File: config.mk
export PLATFORM = sky130hd
export DESIGN_NAME = bounded_graph_adjacency_table
export DESIGN_NICKNAME = d
export VERILOG_FILES = /design/src/rtl/core/bga_pkg.sv /design/src/rtl/core/bga_ram.sv /design/src/rtl/core/bga_seq.sv /design/src/rtl/core/bounded_graph_adjacency_table.sv
export SDC_FILE = /design/constraint.sdc
export NUM_CORES = 2
export LEC_CHECK = 0
export BUFFER_PORTS_ARGS = -buffer_cell sky130_fd_sc_hd__buf_2
export CORE_ASPECT_RATIO = 0.75
export CORE_MARGIN = 3
export CORE_UTILIZATION = 55
export DETAILED_ROUTE_END_ITERATION = 7
export HOLD_SLACK_MARGIN = 0.15
export PLACE_DENSITY = 0.78
export SYNTH_ARGS = -nofsm -noshare
export SYNTH_HDL_FRONTEND = slang
export SYNTH_MEMORY_MAX_BITS = 65536
export SYNTH_SLANG_ARGS = --single-unit
File: constraint.sdc
create_clock -name clk -period 67.8 [get_ports clk]
set_clock_uncertainty 0.05 [all_clocks]
set_input_delay 10.17 -clock clk [delete_from_list [all_inputs] [get_ports clk]]
set_output_delay 10.17 -clock clk [all_outputs]
set_load 0.01 [all_outputs]
File: src/rtl/core/bga_pkg.sv
// Package: shared constants, payload types and command codes of the adjacency table.
package bga_pkg;

  localparam int Vertices  = 64;
  localparam int EdgeSlots = 8;
  localparam int VW        = $clog2(Vertices);
  localparam int SW        = $clog2(EdgeSlots);
  localparam int CW        = $clog2(EdgeSlots + 1);
  localparam int SlotWords = Vertices * EdgeSlots;
  localparam int AW        = $clog2(SlotWords);
  // slot word: valid bit plus target index
  localparam int EW        = 1 + 7;

  typedef enum logic [2:0] {
    CMD_ADD_VERTEX = 3'd0,
    CMD_REM_VERTEX = 3'd1,
    CMD_ADD_EDGE   = 3'd2,
    CMD_REM_EDGE   = 3'd3,
    CMD_CONNECTED  = 3'd4,
    CMD_NEXT_NBR   = 3'd5,
    CMD_EDGE_COUNT = 3'd6,
    CMD_EXISTS     = 3'd7
  } cmd_t;

  localparam logic [2:0] ST_OK      = 3'd0;
  localparam logic [2:0] ST_RANGE   = 3'd1;
  localparam logic [2:0] ST_MISSING = 3'd2;
  localparam logic [2:0] ST_FULL    = 3'd3;
  localparam logic [2:0] ST_INCONS  = 3'd4;

  localparam logic [3:0] SLOTS_RESET = 4'd8;
  localparam int         REG_SLOTS   = 0;

  typedef struct packed {
    logic [2:0] command;
    logic [6:0] from_vertex;
    logic [6:0] to_vertex;
  } req_t;

  typedef struct packed {
    logic [2:0] status;
    logic       found;
    logic [5:0] result_vertex;
    logic [3:0] edge_count;
  } rsp_t;

endpackage

File: src/rtl/core/bga_ram.sv
// Generic single-port RAM with registered read.
module bga_ram #(
  parameter int Width = 8,
  parameter int Depth = 16
) (
  input  logic                     clk,
  input  logic                     we,
  input  logic [$clog2(Depth)-1:0] addr,
  input  logic [Width-1:0]         wdata,
  output logic [Width-1:0]         rdata
);
  logic [Width-1:0] mem [Depth];

  always_ff @(posedge clk) begin
    if (we) begin
      mem[addr] <= wdata;
    end
    rdata <= mem[addr];
  end
endmodule

File: src/rtl/core/bga_seq.sv
// Command sequencer: walks the slot memory word by word as needed; a new command is taken only in idle.
module bga_seq import bga_pkg::*; (
  input  logic       clk,
  input  logic       rst,
  input  logic       start,
  input  req_t       req,
  input  logic [3:0] slots_cfg,
  output logic       busy,
  output logic       done,
  output rsp_t       rsp
);

  typedef enum logic [3:0] {
    S_IDLE, S_CLEAR, S_DECIDE, S_FIND, S_OWN, S_SCAN_RD, S_SCAN_CHK,
    S_SLOT_RD, S_SLOT_CHK, S_DONE
  } state_t;

  state_t state;
  req_t   cur;
  logic [VW-1:0] vpos;     // vertex walker
  logic [SW-1:0] spos;     // slot walker
  logic [SW:0]   steps;    // slots visited in the per-vertex walk
  logic [VW:0]   vsteps;   // vertices tried in the free search
  logic [VW-1:0] free_ptr;
  logic [SW-1:0] rot_ptr;
  logic [Vertices-1:0] present;
  logic [CW-1:0] fcnt;     // working count of the subject vertex
  logic [CW-1:0] vcnt;     // running count of the scanned vertex
  logic          reg_found;
  logic [2:0]    reg_status;
  logic [5:0]    reg_rv;
  logic [VW:0]   clr;

  // slot memory port
  logic          ram_we;
  logic [AW-1:0] ram_addr;
  logic [EW-1:0] ram_wdata, ram_rdata;

  bga_ram #(.Width(EW), .Depth(SlotWords)) u_slots (
    .clk(clk), .we(ram_we), .addr(ram_addr), .wdata(ram_wdata), .rdata(ram_rdata)
  );

  // neighbour count memory port
  logic          cnt_we;
  logic [VW-1:0] cnt_addr;
  logic [CW-1:0] cnt_wdata, cnt_rdata;

  bga_ram #(.Width(CW), .Depth(Vertices)) u_counts (
    .clk(clk), .we(cnt_we), .addr(cnt_addr), .wdata(cnt_wdata), .rdata(cnt_rdata)
  );

  // clamp slots in use to 1..EdgeSlots
  logic [SW:0] kk;
  always_comb begin
    if (slots_cfg == 4'd0) kk = (SW+1)'(1);
    else if (32'(slots_cfg) > EdgeSlots) kk = (SW+1)'(EdgeSlots);
    else kk = (SW+1)'(slots_cfg);
  end

  logic f_ok, t_ok;
  logic [VW-1:0] fv, tv;
  assign f_ok = 32'(cur.from_vertex) < Vertices;
  assign t_ok = 32'(cur.to_vertex) < Vertices;
  assign fv   = cur.from_vertex[VW-1:0];
  assign tv   = cur.to_vertex[VW-1:0];

  logic hit_t;
  assign hit_t = ram_rdata[EW-1] && (ram_rdata[6:0] == cur.to_vertex);
  logic hit_f;
  assign hit_f = ram_rdata[EW-1] && (ram_rdata[6:0] == 7'(fv));

  logic [SW-1:0] spos_last;
  assign spos_last = SW'(EdgeSlots - 1);

  // count of the scanned vertex: fresh read on its first slot, running value after
  logic [CW-1:0] v_base, v_next;
  assign v_base = (spos == '0) ? cnt_rdata : vcnt;
  assign v_next = (hit_f && v_base != '0) ? v_base - CW'(1) : v_base;

  logic [SW-1:0] rot_nxt;
  assign rot_nxt = ((32'(rot_ptr) + 1) >= 32'(kk)) ? '0 : rot_ptr + SW'(1);

  // memory address and write for the current step
  always_comb begin
    ram_we    = 1'b0;
    ram_wdata = '0;
    ram_addr  = AW'({vpos, spos});
    unique case (state)
      S_CLEAR: begin
        ram_we   = 1'b1;
        ram_addr = AW'({clr[VW-1:0], {SW{1'b0}}}) | AW'(spos);
      end
      S_OWN: begin
        ram_we   = 1'b1;
        ram_addr = AW'({fv, spos});
      end
      S_SCAN_CHK: begin
        ram_we = hit_f;
      end
      S_SLOT_CHK: begin
        if (cur.command == CMD_ADD_EDGE && !ram_rdata[EW-1]) begin
          ram_we    = 1'b1;
          ram_wdata = {1'b1, cur.to_vertex};
        end else if (cur.command == CMD_REM_EDGE && hit_t) begin
          ram_we = 1'b1;
        end
      end
      default: ;
    endcase
  end

  // count memory: clear after reset, read subject on accept, write during scan and back at the end
  always_comb begin
    cnt_we    = 1'b0;
    cnt_wdata = '0;
    cnt_addr  = fv;
    unique case (state)
      S_CLEAR: begin
        cnt_we   = 1'b1;
        cnt_addr = clr[VW-1:0];
      end
      S_IDLE: begin
        cnt_addr = req.from_vertex[VW-1:0];
      end
      S_SCAN_RD: begin
        cnt_addr = vpos;
      end
      S_SCAN_CHK: begin
        cnt_addr  = vpos;
        cnt_we    = (spos == spos_last);
        cnt_wdata = v_next;
      end
      S_DONE: begin
        cnt_we    = 1'b1;
        cnt_wdata = fcnt;
      end
      default: ;
    endcase
  end

  assign busy = (state != S_IDLE);
  assign done = (state == S_DONE);
  assign rsp.status        = reg_status;
  assign rsp.found         = reg_found;
  assign rsp.result_vertex = reg_rv;
  assign rsp.edge_count    = f_ok ? 4'(fcnt) : 4'd0;

  // sequencer
  always_ff @(posedge clk) begin
    if (rst) begin
      state     <= S_CLEAR;
      clr       <= '0;
      spos      <= '0;
      present   <= '0;
      free_ptr  <= '0;
      rot_ptr   <= SW'(EdgeSlots - 1);
    end else begin
      unique case (state)
        // sweep the slot and count memories after reset
        S_CLEAR: begin
          spos <= spos + SW'(1);
          if (spos == spos_last) begin
            clr <= clr + 1'b1;
            if (32'(clr) == Vertices - 1) begin
              state <= S_IDLE;
              spos  <= '0;
            end
          end
        end
        S_IDLE: begin
          if (start) begin
            cur   <= req;
            state <= S_DECIDE;
          end
        end
        S_DECIDE: begin
          reg_status <= ST_OK;
          reg_found  <= 1'b0;
          reg_rv     <= '0;
          spos       <= '0;
          steps      <= '0;
          vpos       <= '0;
          state      <= S_DONE;
          fcnt       <= (cur.command == CMD_REM_VERTEX && f_ok && present[fv]) ?
                        '0 : cnt_rdata;
          unique case (cmd_t'(cur.command))
            CMD_ADD_VERTEX: begin
              vpos   <= free_ptr;
              vsteps <= '0;
              state  <= S_FIND;
            end
            CMD_REM_VERTEX: begin
              if (!f_ok) reg_status <= ST_RANGE;
              else if (!present[fv]) reg_status <= ST_MISSING;
              else begin
                present[fv] <= 1'b0;
                if (fv < free_ptr) free_ptr <= fv;
                state <= S_OWN;
              end
            end
            CMD_ADD_EDGE, CMD_REM_EDGE, CMD_CONNECTED: begin
              if (!f_ok || !t_ok) reg_status <= ST_RANGE;
              else if (!present[fv] || !present[tv]) reg_status <= ST_MISSING;
              else begin
                vpos <= fv;
                if (cur.command == CMD_ADD_EDGE) reg_status <= ST_FULL;
                state <= S_SLOT_RD;
              end
            end
            CMD_NEXT_NBR: begin
              if (!f_ok) reg_status <= ST_RANGE;
              else if (cnt_rdata != '0) begin
                reg_status <= ST_INCONS;
                vpos       <= fv;
                spos       <= rot_nxt;
                rot_ptr    <= rot_nxt;
                state      <= S_SLOT_RD;
              end
            end
            CMD_EDGE_COUNT: begin
              if (!f_ok) reg_status <= ST_RANGE;
            end
            CMD_EXISTS: begin
              if (!f_ok) reg_status <= ST_RANGE;
              else reg_found <= present[fv];
            end
            default: ;
          endcase
        end
        // one vertex a cycle from the search pointer
        S_FIND: begin
          if (!present[vpos]) begin
            present[vpos] <= 1'b1;
            free_ptr      <= vpos;
            reg_rv        <= 6'(vpos);
            state         <= S_DONE;
          end else if (32'(vsteps) == Vertices - 1) begin
            reg_status <= ST_FULL;
            state      <= S_DONE;
          end else begin
            vsteps <= vsteps + 1'b1;
            vpos   <= (32'(vpos) == Vertices - 1) ? '0 : vpos + VW'(1);
          end
        end
        // drop every outgoing slot of the removed vertex
        S_OWN: begin
          spos <= spos + SW'(1);
          if (spos == spos_last) begin
            spos  <= '0;
            vpos  <= '0;
            state <= S_SCAN_RD;
          end
        end
        S_SCAN_RD: state <= S_SCAN_CHK;
        // drop incoming edges, one slot word per read
        S_SCAN_CHK: begin
          vcnt  <= v_next;
          state <= S_SCAN_RD;
          spos  <= spos + SW'(1);
          if (spos == spos_last) begin
            vpos <= vpos + VW'(1);
            if (32'(vpos) == Vertices - 1) state <= S_DONE;
          end
        end
        S_SLOT_RD: state <= S_SLOT_CHK;
        S_SLOT_CHK: begin
          state <= S_SLOT_RD;
          steps <= steps + 1'b1;
          spos  <= spos + SW'(1);
          if ((steps + 1'b1) == kk) state <= S_DONE;
          unique case (cmd_t'(cur.command))
            CMD_ADD_EDGE: begin
              if (!ram_rdata[EW-1]) begin
                reg_status <= ST_OK;
                fcnt       <= fcnt + CW'(1);
                state      <= S_DONE;
              end
            end
            CMD_REM_EDGE: begin
              if (hit_t && fcnt != '0) begin
                fcnt <= fcnt - CW'(1);
              end
            end
            CMD_CONNECTED: begin
              if (hit_t) reg_found <= 1'b1;
            end
            CMD_NEXT_NBR: begin
              spos    <= rot_nxt;
              if (ram_rdata[EW-1]) begin
                reg_found  <= 1'b1;
                reg_rv     <= ram_rdata[5:0];
                reg_status <= ST_OK;
                state      <= S_DONE;
              end else if ((steps + 1'b1) != kk) begin
                rot_ptr <= rot_nxt;
              end
            end
            default: ;
          endcase
        end
        S_DONE: state <= S_IDLE;
        default: state <= S_IDLE;
      endcase
    end
  end

endmodule

File: src/rtl/core/bounded_graph_adjacency_table.sv
// Top level: command port, configuration register and the adjacency sequencer.
// One command at a time: start is taken when busy is low and the result beat appears
// with done high for one cycle; it cannot be stalled. Add vertex searches the vertices
// from the search pointer; edge commands and next neighbour walk up to K slots of the
// subject vertex; remove vertex clears its own slots, then scans every slot for incoming
// edges. In the walks and the scan each slot is read, then checked or written, through
// the single port of the adjacency memory. After reset a clearing pass runs through the
// slot and count memories with busy high.
module bounded_graph_adjacency_table import bga_pkg::*; (
  input  logic        clk,
  input  logic        rst,
  input  logic        start,
  input  req_t        req,
  output logic        busy,
  output logic        done,
  output rsp_t        rsp,
  input  logic        psel,
  input  logic        penable,
  input  logic        pwrite,
  input  logic [0:0]  paddr,
  input  logic [31:0] pwdata,
  output logic [31:0] prdata,
  output logic        pready
);
  logic [3:0] slots_reg;

  assign pready = 1'b1;
  assign prdata = (32'(paddr) == REG_SLOTS) ? {28'd0, slots_reg} : 32'd0;

  // hold the slots-in-use register
  always_ff @(posedge clk) begin
    if (rst) begin
      slots_reg <= SLOTS_RESET;
    end else if (psel && penable && pwrite && 32'(paddr) == REG_SLOTS) begin
      slots_reg <= pwdata[3:0];
    end
  end

  bga_seq u_seq (
    .clk(clk), .rst(rst), .start(start), .req(req), .slots_cfg(slots_reg),
    .busy(busy), .done(done), .rsp(rsp)
  );
endmodule

==> summary.md <==
| Metric | Value |
|---|---|
| R2r startpoint | u_seq.spos[0] |
| Post-synth cell types | 94 |
| FF-to-FF End | u_seq.u_slots.rdata[1] |
| Cell Count, Final, Fillers Out | 13200 |
| Share of flip-flops with an asynchronous set or reset | 0% |
| Fin. max-slew vios | 0 |
| Ys flop type | edfxtp_1 |
| Largest cells by area after synthesis | edfxtp_1 74%, mux4_2 16%, nor2_1 1.5% |
| Root Buffer Master | clkbuf_16 |
| Leakage | 60.8 nW |
| Longest Clk Path Bufs | 4 |
| GPL Wtd Cong | 0.940 |
| Max frequency | 48.2 MHz |
| Largest regs | u_seq.u_slots.mem: 4096 flops, u_seq.u_counts.mem: 256 flops, u_seq.present: 64 flops |
| Slowest-stage cell, CP | buf_2 |
| Critical path startpoint | paddr |
| Status | finished, final reports clean |
| Initial antenna violation count | 20 |
| Crit path buf inv count | 2 |
| Gr usage total | 28.3% |
| Worst endpoint required time | 57.58 ns |
| CTS sink cnt | 4507 |
| Vias in the first global route | 91900 |
| Final hold violation count | 0 |
| First-pass DRT Iterations | 8 |
| CP Class | in2out |
| Critical path startpoint category | primary input |
| Post-route ant nets | 0 |
| Avg Cell Area, Syn | 20.9 um^2 |
| Most frequent cells in the layout | 4404 x edfxtp_1, 1264 x mux4_2, 691 x nor2_1 |
| Drt total wl | 466000 um |
| Top cell type by total area after synthesis | edfxtp_1 |
| Die Y | 498 um |
| Top-area cell type share of the netlist area | 74.5% |
| TritonCTS clock tree | yes |
| Setup tns final | 0 ns |
| Clk slew on worst S/H paths | 0.06 ns |
| Largest stage delay on the critical path | 0.13 ns |
| Cell count after placement | 12500 |
| Post-CTS sizing | 0 |
| Slew headroom | 7.83% |
| I/O pin count | 105 |
| Tmin final | 20.75 ns |
| Routed len/inst | 35.3 um |
| Worst Path Arrival | 10.53 ns |
| # hold bufs at CTS | 0 |
| CP endpoint | prdata[1] |
| Register area share after synthesis | 75.6% |
| Layout area overhead | 9.55% |
| Cell row count | 180 |
| Most flop-heavy register | u_seq.u_slots.mem |
| R2R depth | 11 |
| Crit-path cells | buf_2, nor2b_1, buf_2 |
| CTS buffer count | 393 |
| Fill count | 20900 |
| Worst slew pin tran | 1.38 ns |
| Starting Density | 55.3% |
| Worst vdd ir | 0.0265 mV |
| Synth warn | 0 |
| Synth Instances | 8516 |
| Seq cells post-synth | 4507 |
| Die X-Extent | 662 um |
| I/O Buffers | 47 |
| Residual DRC | 0 |
| Hold_sp | u_seq.free_ptr[4] |
| Most Frequent Cell on Critical Path | buf_2 |
| GRT Residual Overflow | 0 |
| DR iter-0 viols | 16400 |
| Class of the worst hold path | reg2reg |
| Clock Latency Late Sink | 0.95 ns |
| Dpl hpwl | 260000 um |
| Commonest non-fill, non-tap cell in the layout | edfxtp_1 |
| Die area | 330000 um^2 |
| Post-synth EDFFs | 4404 |
| Post-Syn Area | 178000 um^2 |
| Post-CTS Setup Bufs | 0 |
| Period utilization | 30.6% |
| First-pass GRT wire length | 672000 um |
| MaxCap Viol Count | 0 |
| Layout cells sized above 1 | 23.8% |
| Power Dens Cells | 27.7 nW/um^2 |
| CP top delay family | buffers and inverters |
| Worst Setup End Kind | output pin |
| NumNets Final | 8686 |
| H-tree depth | 5 |
| Pin count of the biggest net entering global routing | 219 |
| Final setup fails | 0 |
| Peak fanout along the critical path | 5 |
| Core area | 321000 um^2 |
| Worst hold slack | 0.464 ns |
| Critical path depth in cells | 3 |
| RSZ-0062 raised after global routing | false |
| Flop-to-flop setup slack | 59.88 ns |
| Max reg flops | 4096 |
| Vias | 93400 |
| DR vias/cell | 7.07 |
==> synth_stat cells, drive strengths merged, types with 6 or more instances <==
library cell and number:
ha 23, dfxtp 103, or3 6, nand3 136
buf 270, mux2i 59, a222oi 12, a41oi 14
nand3b 9, and3 20, o21a 10, a211oi 10
a32oi 6, a21oi 96, a21o 12, edfxtp 4404
mux2 32, a2111oi 6, xnor2 22, o22ai 32
o21ai 81, mux4 1264, nor4 29, clkbuf 285
o221ai 6, nor2 696, a221oi 17, nand4 17
nor2b 30, a221o 14, a31oi 46, nand2 288
a32o 8, inv 29, and2 22, xor2 19
a22oi 180, nand2b 19, o211ai 68, nor3 39
a22o 12
==> per-stage QoR <==
stage                     power, mW  instance area [um^2]  util [%]  setup slack, ns
final                          5.39                195000      60.6            47.05
after global routing           5.50                194000      60.6            47.02
after global placement         3.29                183000      56.9            47.03
after floorplan                3.22                178000         -            42.72
after detailed placement       3.29                183000      56.9            47.05
after CTS                      5.39                194000      60.6            47.05
==> metal layers <==
layer | GRT usage [%] | share of wire (%) | vias to the layer above | routed length, um
li1 | - | - | 35700 | -
met1 | 40.2 | 36 | 48300 | 166000
met2 | 41.7 | 46 | 8177 | 214000
met3 | 8.89 | 14 | 1226 | 66700
met4 | 10.3 | 4.1 | 14 | 19200
met5 | 0.0291 | 0.017 | - | 80
==> power breakdown <==
part	leakage [nW]	internal, mW	switching, mW
Combinational	12.4	0.0941	0.125
Sequential	42.6	3.01	0.00567
Clock	5.82	1.15	1.00
==> cell type report <==
type | count | area, um^2 | area share, %
Sequential cell | 4507 | 134000 | 69.0
Inverter | 29 | 109 | 0.0559
Tap cell | 4277 | 5350 | 2.75
Clock buffer | 477 | 10300 | 5.28
Antenna cell | 32 | 80.1 | 0.0412
Timing Repair Buffer | 223 | 1740 | 0.896
Clock inverter | 214 | 1610 | 0.828
Multi-Input combinational cell | 3452 | 41100 | 21.1
==> cells by family after synthesis <==
logic type	Yosys count	synth area share [%]
compound gates	666	2.68
xor+xnor	42	0.219
fa+ha+maj	24	0.173
buf+inv	584	1.49
flops	4507	75.6
mux	1355	16.6
other cells	2	0.00423
simple gates	1336	3.26
==> how the worst min path moves through the flow <==
| stage | endpoint | slack [ns] | depth (start not counted) |
|---|---|---|---|
| after CTS | u_seq.free_ptr[4] | 0.46 | 1 |
| after detailed placement | u_seq.free_ptr[4] | 0.45 | 1 |
| after floorplan | u_seq.free_ptr[1] | 0.41 | 1 |
| final | u_seq.free_ptr[4] | 0.46 | 1 |
| after global placement | u_seq.free_ptr[5] | 0.43 | 1 |
| after global routing | u_seq.present[45] | 0.49 | 2 |
Power figures use the tool's default switching activity.
